### config.mk
export PLATFORM = sky130hd
export DESIGN_NAME = sha1_message_digest
export DESIGN_NICKNAME = d
export VERILOG_FILES = /design/src/hdl/sha1md_pkg.sv /design/src/hdl/sha1_message_digest.sv /design/src/hdl/sha1md_datapath.sv /design/src/hdl/sha1md_ctrl.sv
export SDC_FILE = /design/constraint.sdc
export NUM_CORES = 2
export LEC_CHECK = 0
export BUFFER_PORTS_ARGS = -buffer_cell sky130_fd_sc_hd__buf_2
export CAP_MARGIN = 30
export CORE_ASPECT_RATIO = 1.4
export CORE_MARGIN = 2
export CORE_UTILIZATION = 34
export DETAILED_ROUTE_END_ITERATION = 7
export GPL_ROUTABILITY_DRIVEN = 0
export MAX_ROUTING_LAYER = met4
export PLACE_DENSITY = 0.62
export SLEW_MARGIN = 0
export SYNTH_ARGS = -nofsm -noshare
export SYNTH_HDL_FRONTEND = slang
export SYNTH_SLANG_ARGS = --single-unit
### constraint.sdc
create_clock -name i_clk -period 46 [get_ports i_clk]
set_clock_uncertainty 0.2 [all_clocks]
set_input_delay 9.2 -clock i_clk [delete_from_list [all_inputs] [get_ports i_clk]]
set_output_delay 9.2 -clock i_clk [all_outputs]
set_load 0.05 [all_outputs]
### src/hdl/sha1md_pkg.sv
package sha1md_pkg;

    typedef struct packed {
        logic [7:0] data_byte;
        logic       byte_present;
        logic       end_of_message;
    } t_in_item;

    typedef struct packed {
        logic [31:0] digest_word;
        logic [2:0]  word_index;
        logic        last_word;
    } t_out_item;

    typedef enum logic [2:0] {
        ST_IDLE,
        ST_PAD,
        ST_ROUND,
        ST_FINAL,
        ST_OUT
    } t_state;

    typedef enum logic [1:0] {
        SEL_INPUT,
        SEL_PAD80,
        SEL_ZERO,
        SEL_LEN
    } t_byte_sel;

    typedef enum logic [1:0] {
        PH_CHOOSE,
        PH_PARITY1,
        PH_MAJORITY,
        PH_PARITY2
    } t_phase;

    typedef struct packed {
        logic      absorb;
        t_byte_sel byte_sel;
        logic      capture_len;
        logic      start_block;
        logic      round;
        t_phase    phase;
        logic      finalize;
        logic      reinit;
        logic [2:0] word_sel;
    } t_dp_cmd;

    typedef struct packed {
        logic [5:0] pos;
    } t_dp_status;

    localparam logic [31:0] H0_INIT = 32'h67452301;
    localparam logic [31:0] H1_INIT = 32'hEFCDAB89;
    localparam logic [31:0] H2_INIT = 32'h98BADCFE;
    localparam logic [31:0] H3_INIT = 32'h10325476;
    localparam logic [31:0] H4_INIT = 32'hC3D2E1F0;

    localparam logic [7:0] PAD_BYTE = 8'h80;
    localparam logic [5:0] POS_LAST = 6'd63;
    localparam logic [5:0] POS_LEN  = 6'd56;

    localparam logic [6:0] ROUND_PH1  = 7'd20;
    localparam logic [6:0] ROUND_PH2  = 7'd40;
    localparam logic [6:0] ROUND_PH3  = 7'd60;
    localparam logic [6:0] ROUND_LAST = 7'd79;

    localparam logic [2:0] WORD_LAST = 3'd4;

    function automatic logic [31:0] init_word(input logic [2:0] idx);
        logic [31:0] v;
        case (idx)
            3'd0:    v = H0_INIT;
            3'd1:    v = H1_INIT;
            3'd2:    v = H2_INIT;
            3'd3:    v = H3_INIT;
            default: v = H4_INIT;
        endcase
        return v;
    endfunction

    function automatic logic [31:0] round_k(input t_phase ph);
        logic [31:0] v;
        case (ph)
            PH_CHOOSE:   v = 32'h5A827999;
            PH_PARITY1:  v = 32'h6ED9EBA1;
            PH_MAJORITY: v = 32'h8F1BBCDC;
            default:     v = 32'hCA62C1D6;
        endcase
        return v;
    endfunction

endpackage

### src/hdl/sha1_message_digest.sv
// Streaming SHA-1 engine.
//
// Input channel (i_in_valid / o_in_ready / i_in_data): one transaction per
// message byte. A transaction with end_of_message set closes the message
// after its byte, if byte_present is set; with byte_present clear it carries
// no byte, so an empty message is one transaction with only the end mark.
//
// Output channel (o_out_valid / i_out_ready / o_out_data): after the end mark
// the engine pads the message and sends five transactions, digest words H0
// through H4 in order, with last_word set on the fifth.
//
// Throughput: bytes are taken back to back while the engine is idle. Every
// 64th byte starts a block compression: 80 rounds of the single round unit,
// one round per cycle, followed by the chaining update. After the end mark
// the engine pads the message and runs one or two compressions before the
// first digest word. Input is not accepted while a block is compressed,
// during padding, or until the fifth digest word is taken.
//
// Reset loads the SHA-1 initial chaining values and clears the bit count.
// A stalled receiver simply holds the current word; nothing is dropped.
module sha1_message_digest (
    input  logic                  i_clk,
    input  logic                  i_rst_n,
    input  logic                  i_in_valid,
    output logic                  o_in_ready,
    input  sha1md_pkg::t_in_item  i_in_data,
    output logic                  o_out_valid,
    input  logic                  i_out_ready,
    output sha1md_pkg::t_out_item o_out_data
);

    sha1md_pkg::t_dp_cmd    cmd;
    sha1md_pkg::t_dp_status status;
    logic [31:0]            word;
    logic [2:0]             word_index;
    logic                   last_word;

    // The controller sequences byte intake, padding, rounds and readout.
    sha1md_ctrl u_ctrl (
        .i_clk            (i_clk),
        .i_rst_n          (i_rst_n),
        .i_in_valid       (i_in_valid),
        .i_byte_present   (i_in_data.byte_present),
        .i_end_of_message (i_in_data.end_of_message),
        .o_in_ready       (o_in_ready),
        .o_out_valid      (o_out_valid),
        .i_out_ready      (i_out_ready),
        .o_word_index     (word_index),
        .o_last_word      (last_word),
        .i_status         (status),
        .o_cmd            (cmd)
    );

    // The datapath holds the message window, working and chaining words.
    sha1md_datapath u_dp (
        .i_clk    (i_clk),
        .i_rst_n  (i_rst_n),
        .i_cmd    (cmd),
        .i_byte   (i_in_data.data_byte),
        .o_status (status),
        .o_word   (word)
    );

    assign o_out_data.digest_word = word;
    assign o_out_data.word_index  = word_index;
    assign o_out_data.last_word   = last_word;

`ifndef NO_ASSERTIONS
    // Input intake and digest readout never overlap.
    a_no_overlap: assert property (@(posedge i_clk) disable iff (!i_rst_n)
        !(o_in_ready && o_out_valid))
        else $error("input ready while a digest word is offered");

    // A taken word that is not the last is followed by the next word.
    a_word_seq: assert property (@(posedge i_clk) disable iff (!i_rst_n)
        (o_out_valid && i_out_ready && !o_out_data.last_word) |=>
        (o_out_valid && (o_out_data.word_index == $past(o_out_data.word_index) + 3'd1)))
        else $error("digest words out of sequence");

    // After the last word is taken the engine is ready for a new message.
    a_back_to_idle: assert property (@(posedge i_clk) disable iff (!i_rst_n)
        (o_out_valid && i_out_ready && o_out_data.last_word) |=> o_in_ready)
        else $error("engine not ready after digest");

    // The last word flag marks exactly the fifth word.
    a_last_flag: assert property (@(posedge i_clk) disable iff (!i_rst_n)
        o_out_valid |-> (o_out_data.last_word == (o_out_data.word_index == 3'd4)))
        else $error("last_word does not match word_index");
`endif

endmodule

### src/hdl/sha1md_datapath.sv
module sha1md_datapath (
    input  logic                   i_clk,
    input  logic                   i_rst_n,
    input  sha1md_pkg::t_dp_cmd    i_cmd,
    input  logic [7:0]             i_byte,
    output sha1md_pkg::t_dp_status o_status,
    output logic [31:0]            o_word
);

    // Message window: 64 bytes while filling, then the 16-word schedule.
    logic [31:0] r_win [16];
    logic [31:0] r_h [5];
    logic [31:0] r_a, r_b, r_c, r_d, r_e;
    logic [63:0] r_count;
    logic [63:0] r_len;

    logic [63:0] n_count;
    logic [63:0] len_sh;
    logic [7:0]  sel_byte;
    logic [31:0] f_val;
    logic [31:0] sched_new;
    logic [31:0] tmp;
    logic [5:0]  pos;

    assign pos             = r_count[8:3];
    assign o_status.pos    = pos;
    assign n_count         = i_cmd.absorb ? (r_count + 64'd8) : r_count;
    assign len_sh          = r_len >> {~pos[2:0], 3'b000};
    assign o_word          = r_h[i_cmd.word_sel];

    always_comb begin
        case (i_cmd.byte_sel)
            sha1md_pkg::SEL_INPUT: sel_byte = i_byte;
            sha1md_pkg::SEL_PAD80: sel_byte = sha1md_pkg::PAD_BYTE;
            sha1md_pkg::SEL_LEN:   sel_byte = len_sh[7:0];
            default:               sel_byte = 8'h00;
        endcase
    end

    always_comb begin
        case (i_cmd.phase)
            sha1md_pkg::PH_CHOOSE:   f_val = (r_b & r_c) | (~r_b & r_d);
            sha1md_pkg::PH_MAJORITY: f_val = (r_b & r_c) | (r_b & r_d) | (r_c & r_d);
            default:                 f_val = r_b ^ r_c ^ r_d;
        endcase
    end

    always_comb begin
        logic [31:0] x;
        x         = r_win[13] ^ r_win[8] ^ r_win[2] ^ r_win[0];
        sched_new = {x[30:0], x[31]};
        tmp       = {r_a[26:0], r_a[31:27]} + f_val + r_e
                    + sha1md_pkg::round_k(i_cmd.phase) + r_win[0];
    end

    always_ff @(posedge i_clk) begin
        if (i_cmd.absorb) begin
            for (int i = 0; i < 15; i++) begin
                r_win[i] <= {r_win[i][23:0], r_win[i+1][31:24]};
            end
            r_win[15] <= {r_win[15][23:0], sel_byte};
        end else if (i_cmd.round) begin
            for (int i = 0; i < 15; i++) begin
                r_win[i] <= r_win[i+1];
            end
            r_win[15] <= sched_new;
        end
    end

    always_ff @(posedge i_clk) begin
        if (i_cmd.capture_len) begin
            r_len <= n_count;
        end
        if (i_cmd.start_block) begin
            r_a <= r_h[0];
            r_b <= r_h[1];
            r_c <= r_h[2];
            r_d <= r_h[3];
            r_e <= r_h[4];
        end else if (i_cmd.round) begin
            r_a <= tmp;
            r_b <= r_a;
            r_c <= {r_b[1:0], r_b[31:2]};
            r_d <= r_c;
            r_e <= r_d;
        end
    end

    always_ff @(posedge i_clk) begin
        if (!i_rst_n || i_cmd.reinit) begin
            for (int i = 0; i < 5; i++) begin
                r_h[i] <= sha1md_pkg::init_word(3'(i));
            end
            r_count <= 64'd0;
        end else begin
            r_count <= n_count;
            if (i_cmd.finalize) begin
                r_h[0] <= r_h[0] + r_a;
                r_h[1] <= r_h[1] + r_b;
                r_h[2] <= r_h[2] + r_c;
                r_h[3] <= r_h[3] + r_d;
                r_h[4] <= r_h[4] + r_e;
            end
        end
    end

endmodule

### src/hdl/sha1md_ctrl.sv
module sha1md_ctrl (
    input  logic                   i_clk,
    input  logic                   i_rst_n,
    input  logic                   i_in_valid,
    input  logic                   i_byte_present,
    input  logic                   i_end_of_message,
    output logic                   o_in_ready,
    output logic                   o_out_valid,
    input  logic                   i_out_ready,
    output logic [2:0]             o_word_index,
    output logic                   o_last_word,
    input  sha1md_pkg::t_dp_status i_status,
    output sha1md_pkg::t_dp_cmd    o_cmd
);

    sha1md_pkg::t_state    r_state, n_state;
    logic [6:0]            r_round, n_round;
    logic [2:0]            r_idx, n_idx;
    logic                  r_first, n_first;
    logic                  r_wrap, n_wrap;
    logic                  r_pend, n_pend;
    logic                  r_out_next, n_out_next;
    sha1md_pkg::t_byte_sel pad_sel;
    logic                  at_last;
    logic                  in_len_zone;

    assign at_last     = (i_status.pos == sha1md_pkg::POS_LAST);
    assign in_len_zone = (i_status.pos >= sha1md_pkg::POS_LEN);

    // Padding byte: 0x80 first, then zeros, then the length bytes at 56..63
    // of the final block.
    always_comb begin
        if (r_first) begin
            pad_sel = sha1md_pkg::SEL_PAD80;
        end else if (!r_wrap && in_len_zone) begin
            pad_sel = sha1md_pkg::SEL_LEN;
        end else begin
            pad_sel = sha1md_pkg::SEL_ZERO;
        end
    end

    always_comb begin
        n_state    = r_state;
        n_round    = r_round;
        n_idx      = r_idx;
        n_first    = r_first;
        n_wrap     = r_wrap;
        n_pend     = r_pend;
        n_out_next = r_out_next;
        case (r_state)
            sha1md_pkg::ST_IDLE: begin
                if (i_in_valid) begin
                    if (i_end_of_message) begin
                        n_pend  = 1'b1;
                        n_first = 1'b1;
                        n_wrap  = 1'b0;
                    end
                    if (i_byte_present && at_last) begin
                        n_state = sha1md_pkg::ST_ROUND;
                        n_round = 7'd0;
                    end else if (i_end_of_message) begin
                        n_state = sha1md_pkg::ST_PAD;
                    end
                end
            end
            sha1md_pkg::ST_PAD: begin
                n_first = 1'b0;
                if (at_last) begin
                    n_wrap     = 1'b0;
                    n_out_next = (pad_sel == sha1md_pkg::SEL_LEN);
                    n_state    = sha1md_pkg::ST_ROUND;
                    n_round    = 7'd0;
                end else if (r_first && in_len_zone) begin
                    n_wrap = 1'b1;
                end
            end
            sha1md_pkg::ST_ROUND: begin
                n_round = r_round + 7'd1;
                if (r_round == sha1md_pkg::ROUND_LAST) begin
                    n_state = sha1md_pkg::ST_FINAL;
                end
            end
            sha1md_pkg::ST_FINAL: begin
                if (r_out_next) begin
                    n_state    = sha1md_pkg::ST_OUT;
                    n_idx      = 3'd0;
                    n_pend     = 1'b0;
                    n_out_next = 1'b0;
                end else if (r_pend) begin
                    n_state = sha1md_pkg::ST_PAD;
                end else begin
                    n_state = sha1md_pkg::ST_IDLE;
                end
            end
            sha1md_pkg::ST_OUT: begin
                if (i_out_ready) begin
                    n_idx = r_idx + 3'd1;
                    if (r_idx == sha1md_pkg::WORD_LAST) begin
                        n_state = sha1md_pkg::ST_IDLE;
                    end
                end
            end
            default: n_state = sha1md_pkg::ST_IDLE;
        endcase
    end

    always_comb begin
        o_cmd        = '0;
        o_cmd.word_sel = r_idx;
        o_in_ready   = 1'b0;
        o_out_valid  = 1'b0;
        o_word_index = r_idx;
        o_last_word  = (r_idx == sha1md_pkg::WORD_LAST);
        if (r_round < sha1md_pkg::ROUND_PH1) begin
            o_cmd.phase = sha1md_pkg::PH_CHOOSE;
        end else if (r_round < sha1md_pkg::ROUND_PH2) begin
            o_cmd.phase = sha1md_pkg::PH_PARITY1;
        end else if (r_round < sha1md_pkg::ROUND_PH3) begin
            o_cmd.phase = sha1md_pkg::PH_MAJORITY;
        end else begin
            o_cmd.phase = sha1md_pkg::PH_PARITY2;
        end
        case (r_state)
            sha1md_pkg::ST_IDLE: begin
                o_in_ready = 1'b1;
                o_cmd.byte_sel = sha1md_pkg::SEL_INPUT;
                if (i_in_valid) begin
                    o_cmd.absorb      = i_byte_present;
                    o_cmd.capture_len = i_end_of_message;
                    o_cmd.start_block = i_byte_present && at_last;
                end
            end
            sha1md_pkg::ST_PAD: begin
                o_cmd.absorb      = 1'b1;
                o_cmd.byte_sel    = pad_sel;
                o_cmd.start_block = at_last;
            end
            sha1md_pkg::ST_ROUND: begin
                o_cmd.round = 1'b1;
            end
            sha1md_pkg::ST_FINAL: begin
                o_cmd.finalize = 1'b1;
            end
            sha1md_pkg::ST_OUT: begin
                o_out_valid  = 1'b1;
                o_cmd.reinit = i_out_ready && (r_idx == sha1md_pkg::WORD_LAST);
            end
            default: o_cmd = '0;
        endcase
    end

    always_ff @(posedge i_clk) begin
        if (!i_rst_n) begin
            r_state    <= sha1md_pkg::ST_IDLE;
            r_round    <= 7'd0;
            r_idx      <= 3'd0;
            r_first    <= 1'b0;
            r_wrap     <= 1'b0;
            r_pend     <= 1'b0;
            r_out_next <= 1'b0;
        end else begin
            r_state    <= n_state;
            r_round    <= n_round;
            r_idx      <= n_idx;
            r_first    <= n_first;
            r_wrap     <= n_wrap;
            r_pend     <= n_pend;
            r_out_next <= n_out_next;
        end
    end

endmodule

# Word level (Yosys, flattened, before mapping)
# Memory sizes are Yosys's and may differ from the RTL's.
# Cells that the tools add are included.
# op_classes
add_sub_neg,12
magnitude_cmp,4
eq_ne,22
shift,1
mux,96
bitwise,35
n_reduce_logical,24
# ops
cell,n
two-way mux 32 bit,36
adder 32 bit,9
bitwise XOR 32 bit,5
AND 32 bit,4
bitwise OR 32 bit,3
case mux 32 bit (3 select lines),1
"adder 64 x 4 -> 64 bit, second input constant",1
two-way mux 64 bit,1
case mux 32 bit (2 select lines),1
right shift 64 x 6 -> 8 bit,1
two-way mux 3 bit,11
inverter 32 bit,1
two-way mux 1 bit,28
case mux 8 bit (3 select lines),1
two-way mux 7 bit,3
bitwise OR 1 bit,21
case mux 7 bit (3 select lines),1
case mux 3 bit (5 select lines),1
"less-than comparator 7 x 6 -> 1 bit, second input constant",2
case mux 3 bit (2 select lines),2
AND reduction 4 bit,3
two-way mux 2 bit,5
case mux 1 bit (2 select lines),5
nonzero test 2 bit,5
26 further kinds,43
# word_totals
regBits,305
ramBits,672
in_bits,14
out_inout_bits,38
elab_cells,210
n_memories,2
# mem_list
memory,depth,width,rd,rd_clocked_by_memory_dff,wr,line_no,source
u_dp.r_win,16,32,16,0,16,sha1md_datapath.sv:11,logic [31:0] r_win [16];
u_dp.r_h,5,32,6,0,5,sha1md_datapath.sv:12,logic [31:0] r_h [5];

# Depth between registers and ports, before layout
# depth
depth_word,13
ltp_mapped,26
depth_no_buf,24

# Modules after synthesis
# A second synthesis with hierarchy kept.
# hier_totals
cells_unflattened,4549
hier_area_um2,55001.5
# by_module_without_submodules
module,n_inst,cells_per_inst,area_per_inst_um2,seq_area_each_um2
sha1md_datapath,1,4418,53973.0,28036.9
sha1md_ctrl,1,130,1021.0,340.3
sha1_message_digest,1,1,7.5,0.0

# Least setup slack after synthesis
# No wires, ideal clock.
# synth_path
path_kind,input -> register
startpoint,input port i_in_valid
endpoint,"memory u_dp.r_win[0][0], enable pin"
setup_time_ns,2.099
t_arrival_ns,44.955
required_ns,43.701
slack_ns,-1.253
path_stages,2
path_buffers,0
path_cell_list,a21oi_1 -> o21ai_0
# synth_rtl
item,line_no,source
"start, declared",sha1_message_digest.sv:24,"input logic i_in_valid,"
"end, declared",sha1md_datapath.sv:11,

==> impl_metrics.env <==
export IMPL_status="finished clean"
export IMPL_postCtsSetupRepairBufs=0
export IMPL_port_buffers=51
export IMPL_die_w_um=343
export IMPL_yosys_warnings=0
export IMPL_timing_hold_violations_final=0
export IMPL_layout_commonest_cell="nand2_1"
export IMPL_worst_pin_slew_ns=1.20
export IMPL_fin_crit_sh_pct=28.5
export IMPL_period_needed_ns=13.12
export IMPL_arrival_ns=3.72
export IMPL_avgSynthCellArea_um2=10.4
export IMPL_clock_fmax_ghz=0.0762
export IMPL_rsz0062_at_grt="no"
export IMPL_path_clk_slew_ns=0.06
export IMPL_p_leak_nw=23.4
export IMPL_cts_buffer_depth=3
export IMPL_area_delta_synth_final_pct=11.3
export IMPL_placementRows=174
export IMPL_h_tree_depth=3
export IMPL_grt_total_usage_pct=17.7
export IMPL_hold_path_class="flop to flop"
export IMPL_grt_pass1_wl_um=221000
export IMPL_gr_usage_met2_pct=30.0
export IMPL_met3_usage_pct=2.15
export IMPL_via_per_inst=5.11
export IMPL_drc=0
export IMPL_grt_busiest_layer="met2"
export IMPL_maxCapViolCount=0
export IMPL_clkSinkCount=971
export IMPL_r2r_cells=24
export IMPL_crit_fanout=44
export IMPL_drt_pass1_iter_count=7
export IMPL_synth_cell_types=78
export IMPL_critPathKind="flop to output pin"
export IMPL_rrSetupSlack_ns=37.70
export IMPL_layout_nets=5603
export IMPL_holdPathStages=2
export IMPL_drt_wl_total_um=142000
export IMPL_ys_async_sr_fraction_pct=0
export IMPL_start_util_pct=34.2
export IMPL_dp_hpwl_um=100000
export IMPL_slew_headroom_pct=19.8
export IMPL_synth_edff_count=893
export IMPL_cts_hold_buf=0
export IMPL_syn_cell_area_mm2=0.0548
export IMPL_ir_worst_vdd_mv=0.0313
export IMPL_grt_max_degree=223
export IMPL_final_cell_mix="nand2_1, edfxtp_1, inv_1"
export IMPL_start_kind="flop"
export IMPL_power_density_mw_per_mm2=36.5
export IMPL_post_drt_wl_per_cell_um=19.0
export IMPL_clk_latency_ns=0.74
export IMPL_dieArea_mm2=0.165
export IMPL_die_h_um=479
export IMPL_whs_ns=0.292
export IMPL_num_io_pins=52
export IMPL_n_fill_cell=15600
export IMPL_tns_ns=0
export IMPL_grt_pass1_vias=38500
export IMPL_drive_above_1_share_pct=9.00
export IMPL_tritoncts="yes"
export IMPL_cts_resized=0
export IMPL_endpoint_kind="output pin"
export IMPL_antenna_left=0
export IMPL_cts_made_buffers=102
export IMPL_synth_seq_cells=971
export IMPL_root_buffer="clkbuf_16"
export IMPL_required_ns=36.60
export IMPL_core_area_mm2=0.160
export IMPL_postSynthCellCount=5284
export IMPL_grt_antenna_before_repair=2
export IMPL_vias=38200
export IMPL_synth_ff_type="edfxtp_1"
export IMPL_grt_overflow=0
export IMPL_synth_seq_area_share_pct=51.8
export IMPL_slew_violations=0
export IMPL_setup_viol=0
export IMPL_grt_use_met1_pct=21.2
export IMPL_initialDrtViolationCount=3075
export IMPL_syn_nets=5619
-- report_power, final --
part           total (mW)  switching [mW]  internal (mW)
logic               0.262           0.149          0.113
registers            1.09          0.0417           1.05
clock network       0.872           0.371          0.501
total                2.23           0.562           1.67
-- worst max-delay path, cell delays in order, from the launching register on --
cell     delay, ns
dfxtp_1       0.46
o21ai_4       0.18
buf_4         0.54
and2_1        0.27
buf_4         0.41
nand2_1       0.10
nand3_1       0.08
o21ai_0       0.07
o21ai_0       0.43
buf_2         0.36
-- final timing paths --
path	to	from
max	o_out_data[33]	u_ctrl.r_state[1]
min	u_ctrl.r_pend	u_ctrl.r_pend
max reg2reg	u_dp.r_a[30]	u_ctrl.r_state[1]
min reg2reg	u_ctrl.r_pend	u_ctrl.r_pend
-- flip-flops by register name (all words and copies together) (netlist names) --
| name | count |
|---|---|
| u_dp.r_a | 32 |
| u_dp.r_win | 512 |
| u_dp.r_count | 61 |
| u_dp.r_b | 32 |
| u_ctrl.r_state | 3 |
| u_dp.r_e | 32 |
| u_ctrl.r_wrap | 1 |
| u_ctrl.r_round | 7 |
| u_dp.r_len | 61 |
| u_ctrl.r_pend | 1 |
| u_ctrl.r_first | 1 |
| u_ctrl.o_word_index | 3 |
| u_dp.r_h | 160 |
| u_dp.r_c | 32 |
| u_dp.r_d | 32 |
| u_ctrl.r_out_next | 1 |
-- final cells by class --
| class | count | area (um2) | share of cell area (%) |
|---|---|---|---|
| inverter | 299 | 1120 | 1.84 |
| timing repair buffer | 99 | 778 | 1.28 |
| clock inverter | 49 | 624 | 1.02 |
| sequential | 971 | 28400 | 46.5 |
| clock buffer | 140 | 2870 | 4.71 |
| antenna | 2 | 5.00 | 0.00820 |
| tap | 2112 | 2640 | 4.33 |
| multi-input combinational | 3795 | 24600 | 40.3 |
-- routing by layer --
metal / share of wire [%] / up-vias
li1: - / 18200
met1: 41 / 18800
met2: 50 / 910
met3: 4.6 / 248
met4: 4.0 / 0
met5: 0 / -
-- Yosys cell counts, drive strengths merged, types with 5 or more instances --
library cell  instances  area, um2
a211o                 6       52.6
a211oi               31        233
a21boi               11       82.6
a21o                 91        683
a21oi               167        836
a22oi                 7       52.6
a31oi                37        231
and2                 25        156
and3                 48        300
and4                 11       96.3
buf                  16       85.1
clkbuf              203        762
dfxtp                78       1560
edfxtp              893      26800
fa                  125       2500
ha                  196       2450
inv                 298       1120
mux2                185       2080
mux2i                81        811
mux4                 13        293
nand2              1436       5390
nand2b               28        175
nand3                78        390
nand4                22        138
nor2                247        930
nor2b                85        532
nor3                 41        221
nor3b                 7       57.6
nor4                  5       46.3
o211ai               13       97.6
o21a                 35        263
o21ai               307       1540
o21bai               23        173
o22ai                32        200
o31ai                15        113
or2                   9       56.3
or3                  15       93.8
xnor2               221       1940
xor2                 93        815
-- cell families (layout without fill, tap and decap cells) --
family | after synthesis | count (layout) | synth area share [%]
compound gates | 811 | 811 | 8.94
xor+xnor | 314 | 314 | 5.02
fa+ha+maj | 321 | 321 | 9.04
buf+inv | 518 | 587 | 3.59
flops | 971 | 971 | 51.8
mux | 279 | 279 | 5.81
other cells | 0 | 2 | 0
simple gates | 2070 | 2070 | 15.8
-- stage by stage --
step	setup slack [ns]	utilization (%)	instances	instance area, um2	power (mW)
after CTS	32.91	38.0	7462	60900	2.24
after floorplan	12.56	-	5284	54800	1.34
after global placement	32.38	35.7	7270	57300	1.37
after detailed placement	32.37	35.8	7273	57400	1.37
after global routing	32.76	38.0	7466	61000	2.31
final	32.88	38.0	7467	61000	2.23
(Power assumes the default switching activity.)
